File: config.mk
export PLATFORM = sky130hd
export DESIGN_NAME = rmq_fifo
export DESIGN_NICKNAME = d
export VERILOG_FILES = /design/src/rtl/rmq_pkg.sv /design/src/rtl/rmq_fifo.sv
export SDC_FILE = /design/constraint.sdc
export NUM_CORES = 1
export LEC_CHECK = 0
export BUFFER_PORTS_ARGS = -buffer_cell sky130_fd_sc_hd__buf_2
export CAP_MARGIN = 20
export CORE_ASPECT_RATIO = 1.4
export CORE_MARGIN = 5
export CORE_UTILIZATION = 50
export DETAILED_ROUTE_END_ITERATION = 10
export PLACE_DENSITY = 0.74
export SETUP_SLACK_MARGIN = 0.02
export SLEW_MARGIN = 20
export SYNTH_ARGS = -nofsm -noshare
export SYNTH_HDL_FRONTEND = slang
export SYNTH_SLANG_ARGS = --single-unit
File: constraint.sdc
create_clock -name clk -period 9.3 [get_ports clk]
set_clock_uncertainty 0.2 [all_clocks]
set_input_delay 0.93 -clock clk [delete_from_list [all_inputs] [get_ports clk]]
set_output_delay 0.93 -clock clk [all_outputs]
set_load 0.1 [all_outputs]
File: src/rtl/rmq_pkg.sv
// Shared types, widths and constants for the rotation matrix to quaternion block.
// No dependencies; every other file imports this package.
package rmq_pkg;

  localparam int DW     = 16;
  localparam int FRAC   = 14;
  localparam int MAXW   = (DW > FRAC) ? DW : FRAC;
  // Signed square-root argument and its clamped positive form
  localparam int ARG_W  = MAXW + 3;
  localparam int CARG_W = MAXW + 2;
  // First square root: radicand is arg * ONE
  localparam int RAD_W  = CARG_W + FRAC;
  localparam int ROOT_W = (RAD_W + 1) / 2;
  localparam int S_W    = ROOT_W + 1;
  // Numerators are sums or differences of two elements
  localparam int NUM_W  = DW + 1;
  localparam int MAG_W  = DW + 1;
  // Unnormalized parts: quotient bits of num * ONE / s, or the diagonal part
  localparam int PDIV_W = DW + FRAC - FRAC / 2 + 1;
  localparam int PART_W = (PDIV_W > ROOT_W) ? PDIV_W : ROOT_W;
  localparam int PMAX_W = 31;
  // Norm
  localparam int SUM_W  = 2 * PART_W + 2;
  localparam int NRM_W  = (SUM_W + 1) / 2;
  // Output quotient never exceeds ONE
  localparam int OQ_W   = FRAC + 1;
  // Queue between front and back
  localparam int QDEPTH = 4;
  localparam int PTR_W  = 2;

  typedef enum logic [1:0] {
    BR_TRACE = 2'd0,
    BR_X     = 2'd1,
    BR_Y     = 2'd2,
    BR_Z     = 2'd3
  } branch_t;

  typedef struct packed {
    logic signed [DW-1:0] r00;
    logic signed [DW-1:0] r01;
    logic signed [DW-1:0] r02;
    logic signed [DW-1:0] r10;
    logic signed [DW-1:0] r11;
    logic signed [DW-1:0] r12;
    logic signed [DW-1:0] r20;
    logic signed [DW-1:0] r21;
    logic signed [DW-1:0] r22;
  } rmq_in_t;

  typedef struct packed {
    logic signed [DW-1:0] quat_w;
    logic signed [DW-1:0] quat_x;
    logic signed [DW-1:0] quat_y;
    logic signed [DW-1:0] quat_z;
    logic [1:0]           branch_used;
    logic                 clamped;
  } rmq_out_t;

  // Classified item: branch, clamped argument, numerators as sign and magnitude
  typedef struct packed {
    branch_t                 branch;
    logic                    clamped;
    logic [CARG_W-1:0]       carg;
    logic [3:0]              neg;
    logic [3:0][MAG_W-1:0]   mag;
  } rmq_cls_t;

  // Unnormalized quaternion parts, sign and magnitude
  typedef struct packed {
    branch_t                 branch;
    logic                    clamped;
    logic [3:0]              neg;
    logic [3:0][PART_W-1:0]  mag;
  } rmq_part_t;

  typedef struct packed {
    logic [PTR_W:0] count;
    logic           full;
  } rmq_qstat_t;

endpackage

File: src/rtl/rmq_fifo.sv
// Short queue between the front end and the arithmetic back end.
// Depends on rmq_pkg.
module rmq_fifo import rmq_pkg::*; (
  input  logic       clk,
  input  logic       rst_n,
  input  logic       push,
  input  rmq_cls_t   push_data,
  output logic       pop,
  output rmq_cls_t   pop_data,
  output rmq_qstat_t stat
);

  rmq_cls_t         mem_r [QDEPTH];
  logic [PTR_W-1:0] wr_ptr_r, rd_ptr_r;
  logic [PTR_W:0]   count_r, count_nxt;
  logic             rd_en;
  logic             pop_r;
  rmq_cls_t         pop_data_r;

  // back end never stalls: drain one beat whenever anything is queued
  assign rd_en    = (count_r != '0);
  assign pop      = pop_r;
  assign pop_data = pop_data_r;

  always_comb begin
    count_nxt = count_r;
    if (push && !rd_en) begin
      count_nxt = count_r + 1'b1;
    end else if (!push && rd_en) begin
      count_nxt = count_r - 1'b1;
    end
  end

  always_ff @(posedge clk) begin
    if (!rst_n) begin
      wr_ptr_r <= '0;
      rd_ptr_r <= '0;
      count_r  <= '0;
      pop_r    <= 1'b0;
    end else begin
      if (push) begin
        wr_ptr_r <= wr_ptr_r + 1'b1;
      end
      if (rd_en) begin
        rd_ptr_r <= rd_ptr_r + 1'b1;
      end
      count_r <= count_nxt;
      pop_r   <= rd_en;
    end
  end

  always_ff @(posedge clk) begin
    if (push) begin
      mem_r[wr_ptr_r] <= push_data;
    end
    if (rd_en) begin
      pop_data_r <= mem_r[rd_ptr_r];
    end
  end

  assign stat.count = count_r;
  assign stat.full  = (count_r == (PTR_W+1)'(QDEPTH));

endmodule

## Word-level counts from Yosys, hierarchy flattened

Memories as Yosys holds them, arrays and structs flattened. A register that Yosys moved wholly into a read port is not among the register bits.
Index checks and enable logic that the tools add are counted.

| word-level totals | value |
|---|---|
| register bits after elaboration | 8 |
| bits in writable memories | 372 |
| input port bits | 96 |
| output and inout bits | 98 |
| word-level logic and storage cells | 20 |
| memories kept | 1 |

Memory list:

| memory | words | width | read ports | clocked after memory_dff | write ports | RTL line | source |
|---|---|---|---|---|---|---|---|
| mem_r | 4 | 93 | 1 | 1 | 1 | rmq_fifo.sv:13 | `rmq_cls_t mem_r [QDEPTH];` |

| operators by class | value |
|---|---|
| add/subtract/negate cells | 4 |
| equality and inequality tests | 1 |
| multiplexer cells | 4 |
| reductions and logical operators | 6 |

Operator list:

| cell | count |
|---|---|
| $mux W3 | 2 |
| $add A2 B1 Y2 const B | 2 |
| $add A3 B1 Y3 const B | 1 |
| $eq A3 B3 Y1 const B | 1 |
| $reduce_bool A3 Y1 | 1 |
| $sub A3 B1 Y3 const B | 1 |
| $logic_and A1 B1 Y1 | 2 |
| $logic_not A1 Y1 | 2 |
| $mux W1 | 2 |
| $reduce_bool A2 Y1 | 1 |

## Longest topological paths before layout

| logic depth | value |
|---|---|
| word-level depth | 4 |
| depth in mapped cells | 6 |
| gate-level depth less buffers | 5 |

## Worst setup path before layout

No wires, ideal clock.

| timing path | value |
|---|---|
| path kind | flip-flop to output port |
| start point | register count_r[2] |
| end point | output port stat[0] (netlist bit) |
| data arrival time | 3.293 ns |
| required time | 8.170 ns |
| slack | 4.877 ns |
| stages on the path, launching flop included | 2 |
| path buffers | 0 |
| cells stage by stage | dfxtp_1 nor3b_1 |

RTL lines:

| what | RTL line | source |
|---|---|---|
| start, declared | rmq_fifo.sv:15 | `logic [PTR_W:0] count_r, count_nxt;` |
| start signal, assigned | rmq_fifo.sv:47 | `count_r <= count_nxt;` |
| end, declared | rmq_fifo.sv:10 | `output rmq_qstat_t stat` |

==> reports/summary.txt <==
================================================================================
Status ............................................................ finished clean
Max-capacitance violation count ...................................            0
Final hold violations .............................................            0
RSZ-0062 raised after global routing ..............................           no
Worst-path clk slew ...............................................        60 ps
CTS Hold Bufs .....................................................            0
Final critical-path share of the clock period .....................        29.1%
CTS root buffer ................................................... sky130_fd_sc_hd__clkbuf_16
Synth Cell Area ...................................................   16,700 µm²
R2r startpoint ....................................................  wr_ptr_r[0]
Initial Util ......................................................        50.4%
Placement-stage worst setup slack .................................      6150 ps
H-Tree Level Count ................................................            2
Fin nets ..........................................................          947
Worst endpoint data arrival time ..................................      1580 ps
Met2 Usage GRT ....................................................        25.8%
Most heavily used metal layer in global routing ...................         met2
Clock tree from TritonCTS .........................................          yes
Total nets after synthesis ........................................          725
1st-pass router iterations ........................................            5
Yosys synthesis warning count .....................................            0
Total global routing overflow .....................................            0
Violation count after the first detailed-routing iteration ........          483
Shortest period the worst path allows .............................      2710 ps
Number of buffers added by the clock tree synthesis step ..........           41
Post-synthesis to final-layout area growth ........................        16.2%
Row Count .........................................................           79
Worst-Skew Late Latency ...........................................       530 ps
Gp weighted congestion ............................................        0.732
FMAX ..............................................................    0.370 GHz
GR Layer Usage met3 ...............................................        4.02%
Avg Cell Area, Syn ................................................     26.7 µm²
R2r worst-path depth ..............................................            4
Fraction of final layout cells with drive strength greater than 1 .        40.5%
Clk buf depth .....................................................            3
Post-synth cell types .............................................           26
Worst Path Required ...............................................      8170 ps
Hold Path Stages ..................................................            2
Number of antenna violations at the first check in global routing .            6
Met1 Usage GRT ....................................................        21.8%
Worst-case headroom to the max-slew limit .........................        41.8%
Final TNS setup ...................................................         0 ps
Number of gates resized after CTS .................................            0
Floorplan die height ..............................................       226 µm
Die footprint .....................................................   37,200 µm²
Critical Path End Type ............................................  output port
Peak per-stage delay on the critical path .........................       450 ps
Class of the worst hold path ...................................... flip-flop to flip-flop
Source of the worst hold timing path ..............................   count_r[2]
Setup Buffers After CTS ...........................................            0
Detail Route Antenna Nets .........................................            0
Max Transition Viols Final ........................................            0
Largest net degree at the start of global routing .................           58
Wire length reported by the detailed router .......................      29.2 mm
Critical path buffers and inverters ...............................            1
DRC Markers .......................................................            0
Number of cells produced by synthesis .............................          624
First-pass GRT wire length ........................................      44.3 mm
Sequential element share of the synthesized area ..................        84.6%
Placed instance count .............................................        1,248
Number of register bits inferred by synthesis .....................          473
Die X-Extent ......................................................       164 µm
Endpoint of the worst hold path ...................................   count_r[2]
Vias ..............................................................        7,006
Number of failing setup endpoints in the final timing report ......            0
Total track usage .................................................        15.9%
Cell at the slowest stage of the critical path .................... sky130_fd_sc_hd__buf_2
Worst setup path category ......................................... flip-flop to output port
Average routed wire per standard cell .............................      22.0 µm
Final instance count without filler cells .........................        1,324
Kind of start point of the critical path ..........................    flip-flop
Slack of the worst reg-to-reg path ................................      6760 ps
Setup WS post-layout ..............................................      6590 ps
Final cell area excluding filler cells ............................   19,400 µm²
Vias per cell .....................................................         5.29
Reg-to-Reg End .................................................... mem_r[2][85]
Count of buffers from port buffering ..............................          193
Clock sink count ..................................................          473
Critical Path Fanout Max ..........................................            8
CP cell instances ................................................. nor3b_1, buf_2
Measured slew at the worst slew-check pin .........................       873 ps
Via count of the first global-routing pass ........................        7,281
Cell class contributing the biggest share of worst-path delay ..... buffers and inverters
Placed cell area ..................................................   18,100 µm²
Post-detailed-placement half-perimeter wirelength .................      17.5 mm
Number of top-level pins ..........................................          194
Total core area ...................................................   33,100 µm²
================================================================================
[tightest hold or removal path: stages (launching register included)]
cell,delay [ps]
sky130_fd_sc_hd__dfxtp_1,350
sky130_fd_sc_hd__nand2_1,70
sky130_fd_sc_hd__mux2i_1,60
[layout by cell type, fill, tap and decap left out, drive strengths merged, types with 2 or more instances in the layout]
cell type / Yosys / final
or3: 2 / 2
edfxtp: 465 / 465
nor2b: 2 / 2
nand2b: 2 / 2
bufinv: 0 / 4
inv: 3 / 4
xor2: 2 / 2
clkbuf: 0 / 50
and2: 7 / 7
clkinv: 0 / 17
mux4: 93 / 93
buf: 22 / 201
dfxtp: 8 / 8
xnor2: 2 / 2
diode: 0 / 3
o21ai: 2 / 2
ha: 5 / 5
mux2i: 2 / 2
[cells by family (layout without fill, tap and decap cells)]
kind of cell	Yosys count	in the layout	share of synthesized area, %
DFF	473	473	84.6
muxes	95	95	12.7
buffers and inverters	25	277	1.31
and+or+nand+nor	17	17	0.622
adders and majority gates	5	5	0.375
AOI/OAI and AO/OA	5	5	0.195
xor gates and xnor gates	4	4	0.210
other	0	3	0
[how the worst max path moves through the flow]
| stage | from | endpoint | slack, ps | cells after the start |
|---|---|---|---|---|
| after CTS | count_r[0] | stat[0] | 6550 | 2 |
| after global placement | push | mem_r[1][36] | 6140 | 3 |
| after global routing | count_r[0] | stat[0] | 6480 | 2 |
| after floorplan | count_r[2] | stat[0] | 4880 | 1 |
| final | count_r[0] | stat[0] | 6590 | 2 |
| after detailed placement | push | mem_r[1][31] | 6150 | 3 |
[per-layer routing]
metal	vias to the layer above	share of wire, %
li1	3108	-
met1	3636	39
met2	207	51
met3	49	7.1
met4	6	2.1
met5	-	0.10
[flip-flops by register name, indices dropped and copies added, names as in the netlist]
name	count
count_r	3
pop	1
pop_data	93
wr_ptr_r	2
rd_ptr_r	2
mem_r	372
[final cells by class]
cell class / instances / area (µm²)
inverter: 3 / 13.8
multi-input combinational: 126 / 2360
clock inverter: 23 / 206
sequential: 473 / 14100
tap: 445 / 557
timing repair buffer: 201 / 1030
clock buffer: 50 / 1100
fill: 2302 / 13700
antenna: 3 / 7.51
[per-stage QoR]
stage / util (%) / hold slack, ps
floorplan: - / 328
global placement: 54.6 / 301
detailed placement: 54.6 / 320
CTS: 58.6 / 331
global route: 58.6 / 368
finish: 58.6 / 326
[Yosys cell counts]
master | count | area share [%]
sky130_fd_sc_hd__edfxtp_1 | 465 | 84
sky130_fd_sc_hd__mux4_2 | 93 | 13
sky130_fd_sc_hd__buf_2 | 8 | 0.24
sky130_fd_sc_hd__dfxtp_1 | 8 | 0.96
sky130_fd_sc_hd__and2_1 | 7 | 0.26
sky130_fd_sc_hd__buf_12 | 5 | 0.60
sky130_fd_sc_hd__ha_1 | 5 | 0.37
sky130_fd_sc_hd__buf_4 | 4 | 0.18
sky130_fd_sc_hd__buf_1 | 3 | 0.067
sky130_fd_sc_hd__inv_1 | 3 | 0.067
sky130_fd_sc_hd__mux2i_1 | 2 | 0.12
sky130_fd_sc_hd__nand2b_1 | 2 | 0.075
sky130_fd_sc_hd__nor2b_1 | 2 | 0.075
sky130_fd_sc_hd__o21ai_0 | 2 | 0.060
sky130_fd_sc_hd__or3_1 | 2 | 0.075
sky130_fd_sc_hd__xnor2_1 | 2 | 0.10
sky130_fd_sc_hd__xor2_1 | 2 | 0.10
sky130_fd_sc_hd__a21boi_0 | 1 | 0.045
sky130_fd_sc_hd__a21o_1 | 1 | 0.045
sky130_fd_sc_hd__and3_1 | 1 | 0.038
sky130_fd_sc_hd__buf_6 | 1 | 0.067
sky130_fd_sc_hd__buf_8 | 1 | 0.090
sky130_fd_sc_hd__nand2_1 | 1 | 0.022
sky130_fd_sc_hd__nor3_1 | 1 | 0.030
sky130_fd_sc_hd__nor3b_1 | 1 | 0.045
sky130_fd_sc_hd__o31ai_1 | 1 | 0.045
Power is left out: the tool's default activity adds up to more than one toggle a clock period on the data nets, which glitch-free logic cannot reach.
