[src/rtl/rmq_pkg.sv]
// Shared types, widths and constants for the rotation matrix to quaternion block.
// No dependencies; every other file imports this package.
package rmq_pkg;

  localparam int DW     = 16;
  localparam int FRAC   = 14;
  localparam int MAXW   = (DW > FRAC) ? DW : FRAC;
  // Signed square-root argument and its clamped positive form
  localparam int ARG_W  = MAXW + 3;
  localparam int CARG_W = MAXW + 2;
  // First square root: radicand is arg * ONE
  localparam int RAD_W  = CARG_W + FRAC;
  localparam int ROOT_W = (RAD_W + 1) / 2;
  localparam int S_W    = ROOT_W + 1;
  // Numerators are sums or differences of two elements
  localparam int NUM_W  = DW + 1;
  localparam int MAG_W  = DW + 1;
  // Unnormalized parts: quotient bits of num * ONE / s, or the diagonal part
  localparam int PDIV_W = DW + FRAC - FRAC / 2 + 1;
  localparam int PART_W = (PDIV_W > ROOT_W) ? PDIV_W : ROOT_W;
  localparam int PMAX_W = 31;
  // Norm
  localparam int SUM_W  = 2 * PART_W + 2;
  localparam int NRM_W  = (SUM_W + 1) / 2;
  // Output quotient never exceeds ONE
  localparam int OQ_W   = FRAC + 1;
  // Queue between front and back
  localparam int QDEPTH = 4;
  localparam int PTR_W  = 2;

  typedef enum logic [1:0] {
    BR_TRACE = 2'd0,
    BR_X     = 2'd1,
    BR_Y     = 2'd2,
    BR_Z     = 2'd3
  } branch_t;

  typedef struct packed {
    logic signed [DW-1:0] r00;
    logic signed [DW-1:0] r01;
    logic signed [DW-1:0] r02;
    logic signed [DW-1:0] r10;
    logic signed [DW-1:0] r11;
    logic signed [DW-1:0] r12;
    logic signed [DW-1:0] r20;
    logic signed [DW-1:0] r21;
    logic signed [DW-1:0] r22;
  } rmq_in_t;

  typedef struct packed {
    logic signed [DW-1:0] quat_w;
    logic signed [DW-1:0] quat_x;
    logic signed [DW-1:0] quat_y;
    logic signed [DW-1:0] quat_z;
    logic [1:0]           branch_used;
    logic                 clamped;
  } rmq_out_t;

  // Classified item: branch, clamped argument, numerators as sign and magnitude
  typedef struct packed {
    branch_t                 branch;
    logic                    clamped;
    logic [CARG_W-1:0]       carg;
    logic [3:0]              neg;
    logic [3:0][MAG_W-1:0]   mag;
  } rmq_cls_t;

  // Unnormalized quaternion parts, sign and magnitude
  typedef struct packed {
    branch_t                 branch;
    logic                    clamped;
    logic [3:0]              neg;
    logic [3:0][PART_W-1:0]  mag;
  } rmq_part_t;

  typedef struct packed {
    logic [PTR_W:0] count;
    logic           full;
  } rmq_qstat_t;

endpackage

[src/rtl/rmq_front.sv]
// Front end: classifies a matrix into its branch, forms the clamped root argument
// and the four numerators. Depends on rmq_pkg.
module rmq_front import rmq_pkg::*; (
  input  logic     clk,
  input  logic     rst_n,
  input  logic     accept,
  input  rmq_in_t  item,
  output logic     cls_vld,
  output rmq_cls_t cls
);

  localparam logic signed [ARG_W-1:0] ONE_A =
    {{(ARG_W-FRAC-1){1'b0}}, 1'b1, {FRAC{1'b0}}};

  logic signed [ARG_W-1:0] a00, a11, a22, tr, arg;
  logic signed [NUM_W-1:0] da, db, dc, sa, sb, sc;
  logic signed [NUM_W-1:0] num [4];
  rmq_cls_t cls_nxt, cls_r;
  logic     vld_r;

  always_comb begin
    a00 = ARG_W'(item.r00);
    a11 = ARG_W'(item.r11);
    a22 = ARG_W'(item.r22);
    tr  = a00 + a11 + a22;
    da  = NUM_W'(item.r21) - NUM_W'(item.r12);
    db  = NUM_W'(item.r02) - NUM_W'(item.r20);
    dc  = NUM_W'(item.r10) - NUM_W'(item.r01);
    sa  = NUM_W'(item.r01) + NUM_W'(item.r10);
    sb  = NUM_W'(item.r02) + NUM_W'(item.r20);
    sc  = NUM_W'(item.r12) + NUM_W'(item.r21);
    cls_nxt = '0;
    if (tr > 0) begin
      cls_nxt.branch = BR_TRACE;
      arg = ONE_A + tr;
      num[0] = '0; num[1] = da; num[2] = db; num[3] = dc;
    end else if (a00 > a11 && a00 > a22) begin
      cls_nxt.branch = BR_X;
      arg = ONE_A + a00 - a11 - a22;
      num[0] = da; num[1] = '0; num[2] = sa; num[3] = sb;
    end else if (a11 > a22) begin
      cls_nxt.branch = BR_Y;
      arg = ONE_A + a11 - a00 - a22;
      num[0] = db; num[1] = sa; num[2] = '0; num[3] = sc;
    end else begin
      cls_nxt.branch = BR_Z;
      arg = ONE_A + a22 - a00 - a11;
      num[0] = dc; num[1] = sb; num[2] = sc; num[3] = '0;
    end
    // clamp a nonpositive argument to one LSB
    if (arg <= 0) begin
      cls_nxt.clamped = 1'b1;
      cls_nxt.carg    = CARG_W'(1);
    end else begin
      cls_nxt.clamped = 1'b0;
      cls_nxt.carg    = CARG_W'(arg);
    end
    for (int k = 0; k < 4; k++) begin
      cls_nxt.neg[k] = num[k][NUM_W-1];
      cls_nxt.mag[k] = num[k][NUM_W-1] ? MAG_W'(-num[k]) : MAG_W'(num[k]);
    end
  end

  always_ff @(posedge clk) begin
    if (!rst_n) begin
      vld_r <= 1'b0;
    end else begin
      vld_r <= accept;
    end
  end

  always_ff @(posedge clk) begin
    cls_r <= cls_nxt;
  end

  assign cls_vld = vld_r;
  assign cls     = cls_r;

endmodule

[config.mk]
export PLATFORM = sky130hd
export DESIGN_NAME = rmq_front
export DESIGN_NICKNAME = d
export VERILOG_FILES = /design/src/rtl/rmq_pkg.sv /design/src/rtl/rmq_front.sv
export SDC_FILE = /design/constraint.sdc
export NUM_CORES = 1
export LEC_CHECK = 0
export ABC_CLOCK_PERIOD_IN_PS = 14600
export BUFFER_PORTS_ARGS = -buffer_cell sky130_fd_sc_hd__buf_2
export CAP_MARGIN = 5
export CELL_PAD_IN_SITES_DETAIL_PLACEMENT = 0
export CELL_PAD_IN_SITES_GLOBAL_PLACEMENT = 1
export CORE_ASPECT_RATIO = 1.75
export CORE_MARGIN = 5
export CORE_UTILIZATION = 40
export DETAILED_ROUTE_END_ITERATION = 6
export PLACE_DENSITY = 0.75
export SLEW_MARGIN = 10
export SYNTH_ARGS = -nofsm -noshare
export SYNTH_HDL_FRONTEND = slang
export SYNTH_SLANG_ARGS = --single-unit
[constraint.sdc]
create_clock -name clk -period 14.6 [get_ports clk]
set_input_delay 2.92 -clock clk [delete_from_list [all_inputs] [get_ports clk]]
set_output_delay 2.92 -clock clk [all_outputs]
set_load 0.005 [all_outputs]
Word level (Yosys, flattened, before mapping)
Cells that the tools add are included.
{"block": "classes", "n_bitwise": 0, "n_div": 0, "n_mul": 0, "eq_ne": 0, "n_reduce_logical": 2, "addsub": 22, "mux": 13, "shifts": 0, "order_cmp": 5}
{"cell": "68-bit two-way mux", "n": 3}
{"cell": "19-bit two-way mux", "n": 4}
{"cell": "16-bit by 16-bit adder with 17-bit output", "n": 4}
{"cell": "17-bit negator", "n": 4}
{"cell": "16-bit two-way mux", "n": 4}
{"cell": "18-bit by 16-bit subtractor with 19-bit output", "n": 3}
{"cell": "17-bit by 16-bit subtractor with 18-bit output", "n": 3}
{"cell": "16-bit by 16-bit adder with 17-bit output (first input constant)", "n": 3}
{"cell": "16-bit by 16-bit subtractor with 17-bit output", "n": 3}
{"cell": "16-bit greater-than comparator", "n": 3}
{"cell": "16-bit by 18-bit adder with 19-bit output (first input constant)", "n": 1}
{"cell": "19-bit by 1-bit <= comparator with 1-bit output (second input constant)", "n": 1}
{"cell": "17-bit by 16-bit adder with 18-bit output", "n": 1}
{"cell": "18-bit by 1-bit greater-than comparator with 1-bit output (second input constant)", "n": 1}
{"cell": "1-bit two-way mux", "n": 2}
{"cell": "2-bit OR reduction", "n": 1}
{"cell": "1-bit logical AND", "n": 1}
{"block": "word_totals", "mem_count": 0, "latch_bits": 0, "mem_bits_ro": 0, "reg_bits": 94, "output_inout_bits": 94, "mem_bits_rw": 0, "wordCells": 56}

Logic depth before layout (Yosys ltp)
Gate-level depths: netlist (run 1).
{"block": "logic_depth", "ltp_word": 8, "depth_mapped": 29, "mapped_depth_nobuf": 25}

Worst setup path after synthesis (run 1)
No wires, ideal clock.
{"block": "synth_path", "path_type": "in2reg", "from": "input port item[1] (netlist bit)", "to": "register cls_r (netlist bit cls[29])", "slack_ns": 6.473, "arrival_time_ns": 7.996, "setup_time_ns": 0.131, "stages": 27, "t_required_ns": 14.469, "path_cell_list": "fa_1 -> ha_1 -> fa_1 -> a21o_1 -> nor4b_1 -> o41ai_1 -> nor2_1 -> o2111ai_1 -> nand2_1 -> xor2_1 -> inv_1 -> ha_1 -> nand4_1 -> nor4_2 -> a41o_2 -> buf_6 -> buf_6 -> buf_4 -> buf_2 -> nor2_1 -> a31o_2 -> inv_1 -> ha_1 -> o2111ai_1 -> nor2_1 -> a21oi_1 -> xor2_1"}
{"element": "start: declaration", "line": "rmq_front.sv:7", "source": "input rmq_in_t item,"}
{"element": "end signal: assignment", "line": "rmq_front.sv:73", "source": "cls_r <= cls_nxt;"}
{"element": "end: declaration", "line": "rmq_front.sv:18", "source": "rmq_cls_t cls_nxt, cls_r;"}

==> key figures, run 1 <==
Outcome
  • Outcome: finished, final reports clean

Clock network
  • Hold-fix buffers at CTS: 0
  • # Post-CTS Setup Buffers: 0
  • Buffer depth of the longest clock path: 2
  • CTS tree: built
  • CTS HTree Levels: 3
  • CTS root buffer: sky130_fd_sc_hd__clkbuf_16
  • Clock slew at the register clock pins of the worst setup and hold paths: 70 ps
  • Inserted Clock Buffers: 9
  • # resized after CTS: 0
  • TritonCTS Sinks: 94

Logic synthesis
  • Library cell occupying the most area in the post-synthesis netlist: sky130_fd_sc_hd__ha_1
  • FF+latch count, synth: 94
  • EDFF count, synth: 0
  • Nets in the synthesized netlist: 2739
  • Yosys synthesis warning count: 0
  • Post-synthesis instance area: 0.0174 mm^2
  • Register area share after synthesis: 10.8%
  • Largest cells by area after synthesis: sky130_fd_sc_hd__ha_1, sky130_fd_sc_hd__dfxtp_1, sky130_fd_sc_hd__fa_1
  • Mean instance size in the synthesized netlist: 7.85 um^2
  • Synth cell types: 86
  • Share of flip-flops with an asynchronous set or reset: 0%
  • Area share of the largest cell type after synthesis: 21.5%
  • Gate count of the mapped netlist: 2215
  • Most instantiated flip-flop cell in the synthesis netlist: sky130_fd_sc_hd__dfxtp_1

Timing
  • Clock period minus worst slack: 9580 ps
  • Unrepaired setup endpoints after global routing: no
  • Max Freq: 104 MHz
  • Worst slew pin tran: 1070 ps
  • Endpoints failing hold: 0
  • Number of pins exceeding their max-slew limit in the final report: 0
  • Final Hold Slack: 2750 ps
  • Worst Setup Slack, final: 5020 ps
  • Sum of negative setup slack: 0 ps
  • Final Setup Violations: 0
  • Max transition margin: 28.5%
  • Period utilization: 65.6%

Route
  • Wirelength, routed: 69300 um
  • Post-detailed-route DRC marker count: 0
  • Routed vias: 16800
  • Ratio of routed vias to standard cells: 5.66
  • Routed WL per cell: 23.4 um
  • Drt first-iter violations: 868
  • DRT antenna net count: 0
  • Detailed-router iteration count before antenna repair: 6

GRT
  • Via count of the first global-routing pass: 17500
  • Global-route wire length before repair: 102000 um
  • Largest net degree at the start of global routing: 85
  • GRT overflow: 0
  • Number of antenna violations at the first check in global routing: 2
  • Global-route total usage across every layer: 28.1%

Final layout
  • Ratio of cells with drive above 1 in the final layout: 12.9%
  • Most frequent cells in the layout: sky130_fd_sc_hd__ha_1, sky130_fd_sc_hd__buf_2, sky130_fd_sc_hd__inv_1
  • Area added between synthesis and finish: 11.3%
  • Final cell count without fillers: 2960
  • Most common library cell in the layout ignoring fill and taps: sky130_fd_sc_hd__ha_1
  • Layout net count: 2911

Worst setup path
  • Most numerous cell on the critical path: sky130_fd_sc_hd__ha_1
  • Maximum single-stage delay on the critical path: 850 ps
  • Worst Path Buf+Inv: 4
  • Critical path peak fanout: 66
  • Crit end category: flop
  • Crit-path leading delay family: compound AO/OA/AOI/OAI gates
  • Type of the worst setup path: in -> reg
  • Critical path cell sequence: buf_2 -> fa_1 -> ha_1 -> fa_1 -> a21o_1 -> nor4b_1 -> o41ai_1 -> nor2_1 -> o2111ai_1 -> nand2_1 -> xor2_1 -> inv_1 -> ha_1 -> nand4_1 -> nor4_2 -> a41o_4 -> buf_4 -> nor2_1 -> or2_2 -> inv_1 -> ha_1 -> and3_1 -> a41oi_1 -> xor2_1
  • Critical Path Slowest Stage Cell: sky130_fd_sc_hd__o41ai_1
  • CP Launch Type: primary input
  • Required time at the endpoint of the critical path: 14860 ps
  • Data arrival time of the worst path: 9840 ps

Floorplanning
  • Cell row count: 101
  • Chip width: 168 um
  • Standard cell core area: 0.0432 mm^2
  • Starting Density: 40.2%
  • Number of top-level pins: 241
  • Area of the die: 0.0479 mm^2
  • Floorplan die height: 286 um

Placement
  • Routability congestion estimate: 0.971
  • Detail Placement HPWL: 59100 um
  • Worst slack at placement: 4680 ps
  • Placed cell count: 2942
  • I/O Buffers: 240

Hold path
  • Min-delay worst type: in -> reg

Power
  • Maximum vdd ir drop: 0.0643 mV
  • Static leakage: 9.18 nW
  • Pwr dens: 123 mW/mm^2
  • Overall Power: 2.37 mW

Flow run
  • Number of max-cap violations: 0
[synthesized netlist by cell type (7+ instances only)]
cell	instances
sky130_fd_sc_hd__ha_1	299
sky130_fd_sc_hd__inv_1	216
sky130_fd_sc_hd__a21oi_1	178
sky130_fd_sc_hd__nor2_1	160
sky130_fd_sc_hd__nand2_1	153
sky130_fd_sc_hd__xnor2_1	120
sky130_fd_sc_hd__o21ai_0	110
sky130_fd_sc_hd__dfxtp_1	94
sky130_fd_sc_hd__fa_1	78
sky130_fd_sc_hd__xor2_1	65
sky130_fd_sc_hd__clkbuf_1	61
sky130_fd_sc_hd__nor3_1	54
sky130_fd_sc_hd__nand3_1	42
sky130_fd_sc_hd__mux2i_1	36
sky130_fd_sc_hd__nor2b_1	36
sky130_fd_sc_hd__o211ai_1	34
sky130_fd_sc_hd__a31oi_1	30
sky130_fd_sc_hd__nand2b_1	30
sky130_fd_sc_hd__a211oi_1	29
sky130_fd_sc_hd__a21o_1	29
sky130_fd_sc_hd__or3_1	26
sky130_fd_sc_hd__o21a_1	25
sky130_fd_sc_hd__o31ai_1	22
sky130_fd_sc_hd__o21bai_1	20
sky130_fd_sc_hd__and3_1	16
sky130_fd_sc_hd__o22ai_1	16
sky130_fd_sc_hd__and2_1	12
sky130_fd_sc_hd__or2_2	12
sky130_fd_sc_hd__buf_2	11
sky130_fd_sc_hd__nor3b_1	11
sky130_fd_sc_hd__nor4_1	11
sky130_fd_sc_hd__a211o_1	10
sky130_fd_sc_hd__a31o_2	10
sky130_fd_sc_hd__buf_1	9
sky130_fd_sc_hd__o21ai_1	9
sky130_fd_sc_hd__nand4_1	8
sky130_fd_sc_hd__o2111ai_1	7
[state kept, by name, indices dropped and copies added, names as in the netlist]
| register | cells |
|---|---|
| cls_vld | 1 |
| cls | 93 |
[logic make-up after synthesis]
| logic type | synth area share [%] |
|---|---|
| xor+xnor | 9.32 |
| mux | 2.46 |
| buf+inv | 6.86 |
| simple gates | 16.7 |
| fa+ha+maj | 30.5 |
| compound gates | 23.3 |
| flops | 10.8 |
[where the power goes]
part / switching (mW) / internal, mW
combinational: 1.04 / 0.622
clock: 0.122 / 0.137
sequential: 0.0704 / 0.379
[path summary, 6_finish.rpt]
| check | startpoint | end | slack, ps | depth (start not counted) |
|---|---|---|---|---|
| hold / removal | accept | cls_vld$_SDFF_PN0_ | 2750 | 2 |
| setup / recovery | item[1] | cls[65]$_DFF_P_ | 5020 | 24 |
[area by class of cell]
| class | count | area [um^2] |
|---|---|---|
| Clock buffer | 10 | 229 |
| Tap cell | 566 | 708 |
| Inverter | 216 | 811 |
| Fill cell | 4558 | 23900 |
| Timing Repair Buffer | 249 | 1270 |
| Antenna cell | 2 | 5.00 |
| Multi-Input combinational cell | 1817 | 14400 |
| Sequential cell | 94 | 1880 |
| Clock inverter | 6 | 77.6 |
[through the flow]
| step | util (%) | area, um^2 |
|---|---|---|
| 6_report | 44.8 | 19300 |
| 5_1_grt | 44.8 | 19300 |
| 4_1_cts | 44.7 | 19300 |
| 3_5_place_dp | 44.0 | 19000 |
| 3_3_place_gp | 44.0 | 19000 |
| 2_1_floorplan | - | 17400 |
[routing by layer]
metal  up-vias  global-route usage (%)  share of wire (%)
li1       8074                       -                  -
met1      7903                    23.5                 30
met2       548                    56.2                 56
met3       233                    2.41                3.2
met4         0                    25.6                 11
met5         -                       0                  0
Power figures use the tool's default switching activity.
==> run 2, diff against run 1 <==
ABC_CLOCK_PERIOD_IN_PS = 8000   (was 14600)
PLACE_DENSITY = 0.78   (was 0.75)
clock period = 8 ns   (was 14.6 ns; I/O delays follow)
==> run 2 against run 1 <==
Combinational power up 86%. Critical path depth unchanged. Sequential power is 82% higher. First-iteration DRC count fell by 6.8%. Worst hold slack got worse by 1300 ps. Clock power is 75% higher.
==> key figures, run 2 (same netlist as run 1, synthesis figures left out) <==
Route
  • Drt first-iter violations: 809
  • DRT antenna net count: 0
  • Wirelength, routed: 69700 um
  • Ratio of routed vias to standard cells: 5.65
  • Post-detailed-route DRC marker count: 0
  • Detailed-router iteration count before antenna repair: 5
  • Routed vias: 16800
  • Routed WL per cell: 23.4 um

Final layout
  • Area added between synthesis and finish: 12.2%
  • Most frequent cells in the layout: sky130_fd_sc_hd__ha_1, sky130_fd_sc_hd__buf_2, sky130_fd_sc_hd__inv_1
  • Flip-flop count of the largest register after layout: 93
  • Final Instance Area: 0.0195 mm^2
  • Most common library cell in the layout ignoring fill and taps: sky130_fd_sc_hd__ha_1
  • Number of fillers in the final layout: 4482
  • Layout net count: 2929
  • Ratio of cells with drive above 1 in the final layout: 13.6%

Clock network
  • Buffer depth of the longest clock path: 2
  • # Post-CTS Setup Buffers: 0
  • CTS HTree Levels: 3
  • Inserted Clock Buffers: 9
  • CTS tree: built
  • # resized after CTS: 0
  • TritonCTS Sinks: 94
  • Clock slew at the register clock pins of the worst setup and hold paths: 90 ps
  • CTS root buffer: sky130_fd_sc_hd__clkbuf_16
  • Hold-fix buffers at CTS: 0

Worst setup path
  • Maximum single-stage delay on the critical path: 580 ps
  • Crit end category: flop
  • Required time at the endpoint of the critical path: 8320 ps
  • Most numerous cell on the critical path: sky130_fd_sc_hd__ha_1
  • Type of the worst setup path: in -> reg
  • Critical path cell sequence: buf_2 -> fa_1 -> ha_1 -> fa_1 -> a21o_1 -> nor4b_1 -> o41ai_1 -> nor2_1 -> o2111ai_1 -> nand2_1 -> xor2_1 -> inv_1 -> ha_1 -> nand4_1 -> nor4_2 -> a41o_4 -> buf_4 -> a31o_2 -> inv_1 -> ha_1 -> o2111ai_1 -> nor2_1 -> a21oi_1 -> xor2_1
  • Critical path peak fanout: 21
  • Data arrival time of the worst path: 7400 ps
  • CP Launch Type: primary input
  • Critical Path Slowest Stage Cell: sky130_fd_sc_hd__o41ai_1
  • Crit-path leading delay family: compound AO/OA/AOI/OAI gates
  • Worst Path Buf+Inv: 4

Power
  • Net Sw Power: 2.28 mW
  • Internal: 2.08 mW
  • Static leakage: 9.27 nW
  • Part of the power in combinational logic: 70.8%
  • Switching part of the total power: 52.3%
  • Pwr dens: 223 mW/mm^2
  • Maximum vdd ir drop: 0.116 mV
  • Power share of the clock group: 10.4%
  • Power share of the sequential group: 18.8%

GRT
  • Via count of the first global-routing pass: 17500
  • Number of antenna violations at the first check in global routing: 2
  • Largest net degree at the start of global routing: 84
  • GRT overflow: 0
  • Global-route total usage across every layer: 28.3%
  • Global-route wire length before repair: 103000 um

Floorplanning
  • Cell row count: 101
  • Standard cell core area: 0.0432 mm^2
  • Number of top-level pins: 241
  • Area of the die: 0.0479 mm^2
  • Chip width: 168 um
  • Floorplan die height: 286 um
  • Starting Density: 40.2%

Timing
  • Max Freq: 141 MHz
  • Final Setup Violations: 0
  • Period utilization: 88.6%
  • Unrepaired setup endpoints after global routing: no
  • Endpoints failing hold: 0
  • Number of pins exceeding their max-slew limit in the final report: 0
  • Max transition margin: 32.6%
  • Clock period minus worst slack: 7080 ps
  • Sum of negative setup slack: 0 ps
  • Final Hold Slack: 1420 ps
  • Worst slew pin tran: 1010 ps

Flow run
  • Number of max-cap violations: 0

Outcome
  • Outcome: finished, final reports clean

Placement
  • Area of placed instances: 0.0192 mm^2
  • I/O Buffers: 240
  • Routability congestion estimate: 0.982
  • Detail Placement HPWL: 60300 um

Hold path
  • Min-delay worst type: in -> reg
[run 2: cell count changes in the layout (fill, tap and decap cells not counted)]
cell | previous run | this run
sky130_fd_sc_hd__clkinv_8 | 0 | 1
sky130_fd_sc_hd__clkinvlp_4 | 1 | 0
sky130_fd_sc_hd__bufinv_16 | 1 | 0
sky130_fd_sc_hd__clkbuf_1 | 1 | 0
sky130_fd_sc_hd__buf_12 | 0 | 2
sky130_fd_sc_hd__clkinv_4 | 0 | 2
sky130_fd_sc_hd__buf_4 | 9 | 25
[run 2: path summary, 6_finish.rpt]
| path | from | endpoint | slack, ps | cells past startpoint |
|---|---|---|---|---|
| max | item[1] | cls[29]$_DFF_P_ | 920 | 24 |
| min | accept | cls_vld$_SDFF_PN0_ | 1420 | 2 |
[run 2: layout make-up]
type | count | area, um^2 | share of cell area [%]
clock inverter | 7 | 73.8 | 0.379
tap | 566 | 708 | 3.63
multi-input combinational | 1817 | 14400 | 73.7
inverter | 216 | 811 | 4.16
sequential | 94 | 1880 | 9.65
clock buffer | 9 | 225 | 1.16
antenna | 2 | 5.00 | 0.0257
timing repair buffer | 267 | 1430 | 7.33
[run 2: power by group through the flow]
stage,sequential (mW),clock [mW],combinational (mW)
global route,0.828,0.481,3.35
floorplan,0.782,0,1.92
finish,0.817,0.454,3.08
CTS,0.821,0.465,3.07
detailed placement,0.827,0,3.05
global placement,0.834,0,3.03
[run 2: through the flow]
stage          setup WS (ps)  cells  util (%)  total power [mW]
3_3_place_gp             715   2960      44.4              3.87
3_5_place_dp             566   2960      44.4              3.88
5_1_grt                  473   2978      45.1              4.66
2_1_floorplan           1190   2215         -              2.70
6_report                 915   2978      45.1              4.35
4_1_cts                  981   2976      45.1              4.36
[run 2: metal layers]
layer / GRT usage (%) / part of all wire (%)
met5: 0 / 0
met4: 25.8 / 11
met3: 2.16 / 3.0
met2: 55.9 / 55
met1: 24.5 / 31
==> run 3, diff against run 2 <==
ABC_AREA = 1   (was unset)
CORE_UTILIZATION = 39   (was 40)
PLACE_DENSITY = 0.79   (was 0.78)
==> run 3 against run 2 <==
Cell count increased by 26%. Design area up 6.0%. First-iteration DRC count grew 4.0%. Via count is 13% higher. Combinational power up 6.5%. Largest power group unchanged. Highest routed layer is now met5. Synthesized area up 7.6%. Die area is 9.9% higher.
==> key figures, run 3 <==
Outcome
  • Outcome: finished, final reports clean

Power
  • Pwr dens: 216 mW/mm^2
  • Static leakage: 11.9 nW
  • Maximum vdd ir drop: 0.0969 mV

GRT
  • Via count of the first global-routing pass: 19700
  • GRT overflow: 0
  • Global-route total usage across every layer: 27.5%
  • Number of antenna violations at the first check in global routing: 2
  • Largest net degree at the start of global routing: 52
  • Global-route wire length before repair: 111000 um

Logic synthesis
  • Library cell occupying the most area in the post-synthesis netlist: sky130_fd_sc_hd__ha_1
  • Nets in the synthesized netlist: 3473
  • Most instantiated cells after synthesis: sky130_fd_sc_hd__nand2_1, sky130_fd_sc_hd__inv_1, sky130_fd_sc_hd__ha_1
  • EDFF count, synth: 0
  • Largest cells by area after synthesis: sky130_fd_sc_hd__ha_1, sky130_fd_sc_hd__nand2_1, sky130_fd_sc_hd__dfxtp_1
  • Register area share after synthesis: 10.1%
  • Area share of the largest cell type after synthesis: 20.0%
  • Post-synthesis instance area: 0.0187 mm^2
  • Mean instance size in the synthesized netlist: 6.34 um^2
  • Library cell with the highest instance count after synthesis: sky130_fd_sc_hd__nand2_1
  • Most instantiated flip-flop cell in the synthesis netlist: sky130_fd_sc_hd__dfxtp_1
  • Yosys synthesis warning count: 0
  • Synth cell types: 50
  • Share of flip-flops with an asynchronous set or reset: 0%
  • FF+latch count, synth: 94
  • Gate count of the mapped netlist: 2949

Clock network
  • # Post-CTS Setup Buffers: 0
  • # resized after CTS: 0
  • TritonCTS Sinks: 94
  • CTS HTree Levels: 3
  • CTS root buffer: sky130_fd_sc_hd__clkbuf_16
  • Hold-fix buffers at CTS: 0
  • CTS tree: built
  • Clock slew at the register clock pins of the worst setup and hold paths: 80 ps
  • Inserted Clock Buffers: 9
  • Buffer depth of the longest clock path: 2

Route
  • Ratio of routed vias to standard cells: 5.08
  • Routed vias: 19000
  • DRT antenna net count: 0
  • Routed WL per cell: 19.7 um
  • Wirelength, routed: 73800 um
  • Detailed-router iteration count before antenna repair: 5
  • Post-detailed-route DRC marker count: 0
  • Drt first-iter violations: 841

Timing
  • Endpoints failing hold: 0
  • Final Setup Violations: 0
  • Number of pins exceeding their max-slew limit in the final report: 0
  • Clock period minus worst slack: 6630 ps
  • Unrepaired setup endpoints after global routing: no
  • Sum of negative setup slack: 0 ps
  • Worst slew pin tran: 909 ps
  • Period utilization: 82.9%
  • Max Freq: 151 MHz
  • Max transition margin: 39.3%

Floorplanning
  • Cell row count: 106
  • Standard cell core area: 0.0476 mm^2
  • Starting Density: 39.3%
  • Floorplan die height: 300 um
  • Chip width: 176 um
  • Area of the die: 0.0526 mm^2
  • Number of top-level pins: 241

Worst setup path
  • Data arrival time of the worst path: 6890 ps
  • Startpoint of the most critical setup path: item[1]
  • Crit-path leading delay family: simple AND/OR/NAND/NOR gates
  • Type of the worst setup path: in -> reg
  • Critical Path Slowest Stage Cell: sky130_fd_sc_hd__fa_1
  • CP Launch Type: primary input
  • Maximum single-stage delay on the critical path: 490 ps
  • Required time at the endpoint of the critical path: 8260 ps
  • Critical path peak fanout: 46
  • WP depth: 30
  • Crit end category: flop
  • Crit path capture: cls[39]$_DFF_P_
  • Worst Path Buf+Inv: 6

Placement
  • Detail Placement HPWL: 65400 um
  • I/O Buffers: 240
  • Routability congestion estimate: 0.956
  • Placed cell count: 3728

Final layout
  • Layout net count: 3669
  • Number of fillers in the final layout: 5254
  • Most common library cell in the layout ignoring fill and taps: sky130_fd_sc_hd__nand2_1
  • Ratio of cells with drive above 1 in the final layout: 10.5%
  • Most frequent cells in the layout: sky130_fd_sc_hd__nand2_1, sky130_fd_sc_hd__inv_1, sky130_fd_sc_hd__ha_1
  • Flip-flop count of the largest register after layout: 93
  • Final cell count without fillers: 3745
  • Area added between synthesis and finish: 10.5%

Flow run
  • Number of max-cap violations: 0

Hold path
  • Min-delay worst type: in -> reg
## run 3: cell count changes in the layout (fill, tap and decap cells not counted), sizes merged, moves of 36 or more
cell	previous run	this run
nand2	153	847
inv	220	485
nor2b	36	0
nand3	42	199
xnor2	120	29
mux2i	36	0
xor2	65	112
nor2	160	283
## run 3: layout make-up
class / count / area (um^2) / area share, %
clock inverter: 6 / 57.6 / 0.279
sequential: 94 / 1880 / 9.11
antenna: 1 / 2.50 / 0.0121
inverter: 480 / 1800 / 8.72
multi-input combinational: 2306 / 14600 / 70.8
clock buffer: 10 / 239 / 1.16
tap: 594 / 743 / 3.60
timing repair buffer: 254 / 1310 / 6.32
## run 3: worst min path at each step
stage	start	endpoint	slack, ps	depth (start not counted)
floorplan	accept	cls_vld$_SDFF_PN0_	1690	2
global placement	accept	cls_vld$_SDFF_PN0_	1770	3
detailed placement	accept	cls_vld$_SDFF_PN0_	1780	3
CTS	accept	cls_vld$_SDFF_PN0_	1390	3
global route	accept	cls_vld$_SDFF_PN0_	1410	3
finish	accept	cls_vld$_SDFF_PN0_	1400	3
## run 3: where the power goes
group	internal [mW]	total (mW)	switching, mW
combinational	1.10	3.28	2.17
sequential	0.693	0.765	0.0721
clock	0.227	0.431	0.203
## run 3: stage by stage
| step | instance area (um^2) | setup WS (ps) | util (%) | power [mW] | hold WS [ps] |
|---|---|---|---|---|---|
| after global placement | 20400 | 1050 | 42.8 | 4.06 | 1770 |
| after global routing | 20700 | 916 | 43.4 | 4.89 | 1410 |
| final | 20700 | 1370 | 43.4 | 4.47 | 1400 |
| after detailed placement | 20400 | 1030 | 42.8 | 4.06 | 1780 |
| after CTS | 20700 | 1430 | 43.4 | 4.51 | 1390 |
| after floorplan | 18700 | 2150 | - | 2.92 | 1690 |
## run 3: layer usage
layer / up-vias / global-route usage [%] / share of wire [%]
met5: - / 0 / 0.0095
met4: 2 / 21.4 / 9.5
met3: 202 / 2.19 / 2.5
met2: 465 / 57.1 / 57
met1: 8770 / 23.1 / 31
li1: 9595 / - / -
## run 3: logic make-up after synthesis
logic type | Yosys count | share of synthesized area, %
AND/OR/NAND/NOR | 1453 | 33.0
adder cells (fa/ha/maj) | 377 | 28.3
AO/OA/AOI/OAI | 335 | 10.2
buffers and inverters | 549 | 11.8
XOR/XNOR | 141 | 6.60
flip-flops | 94 | 10.1
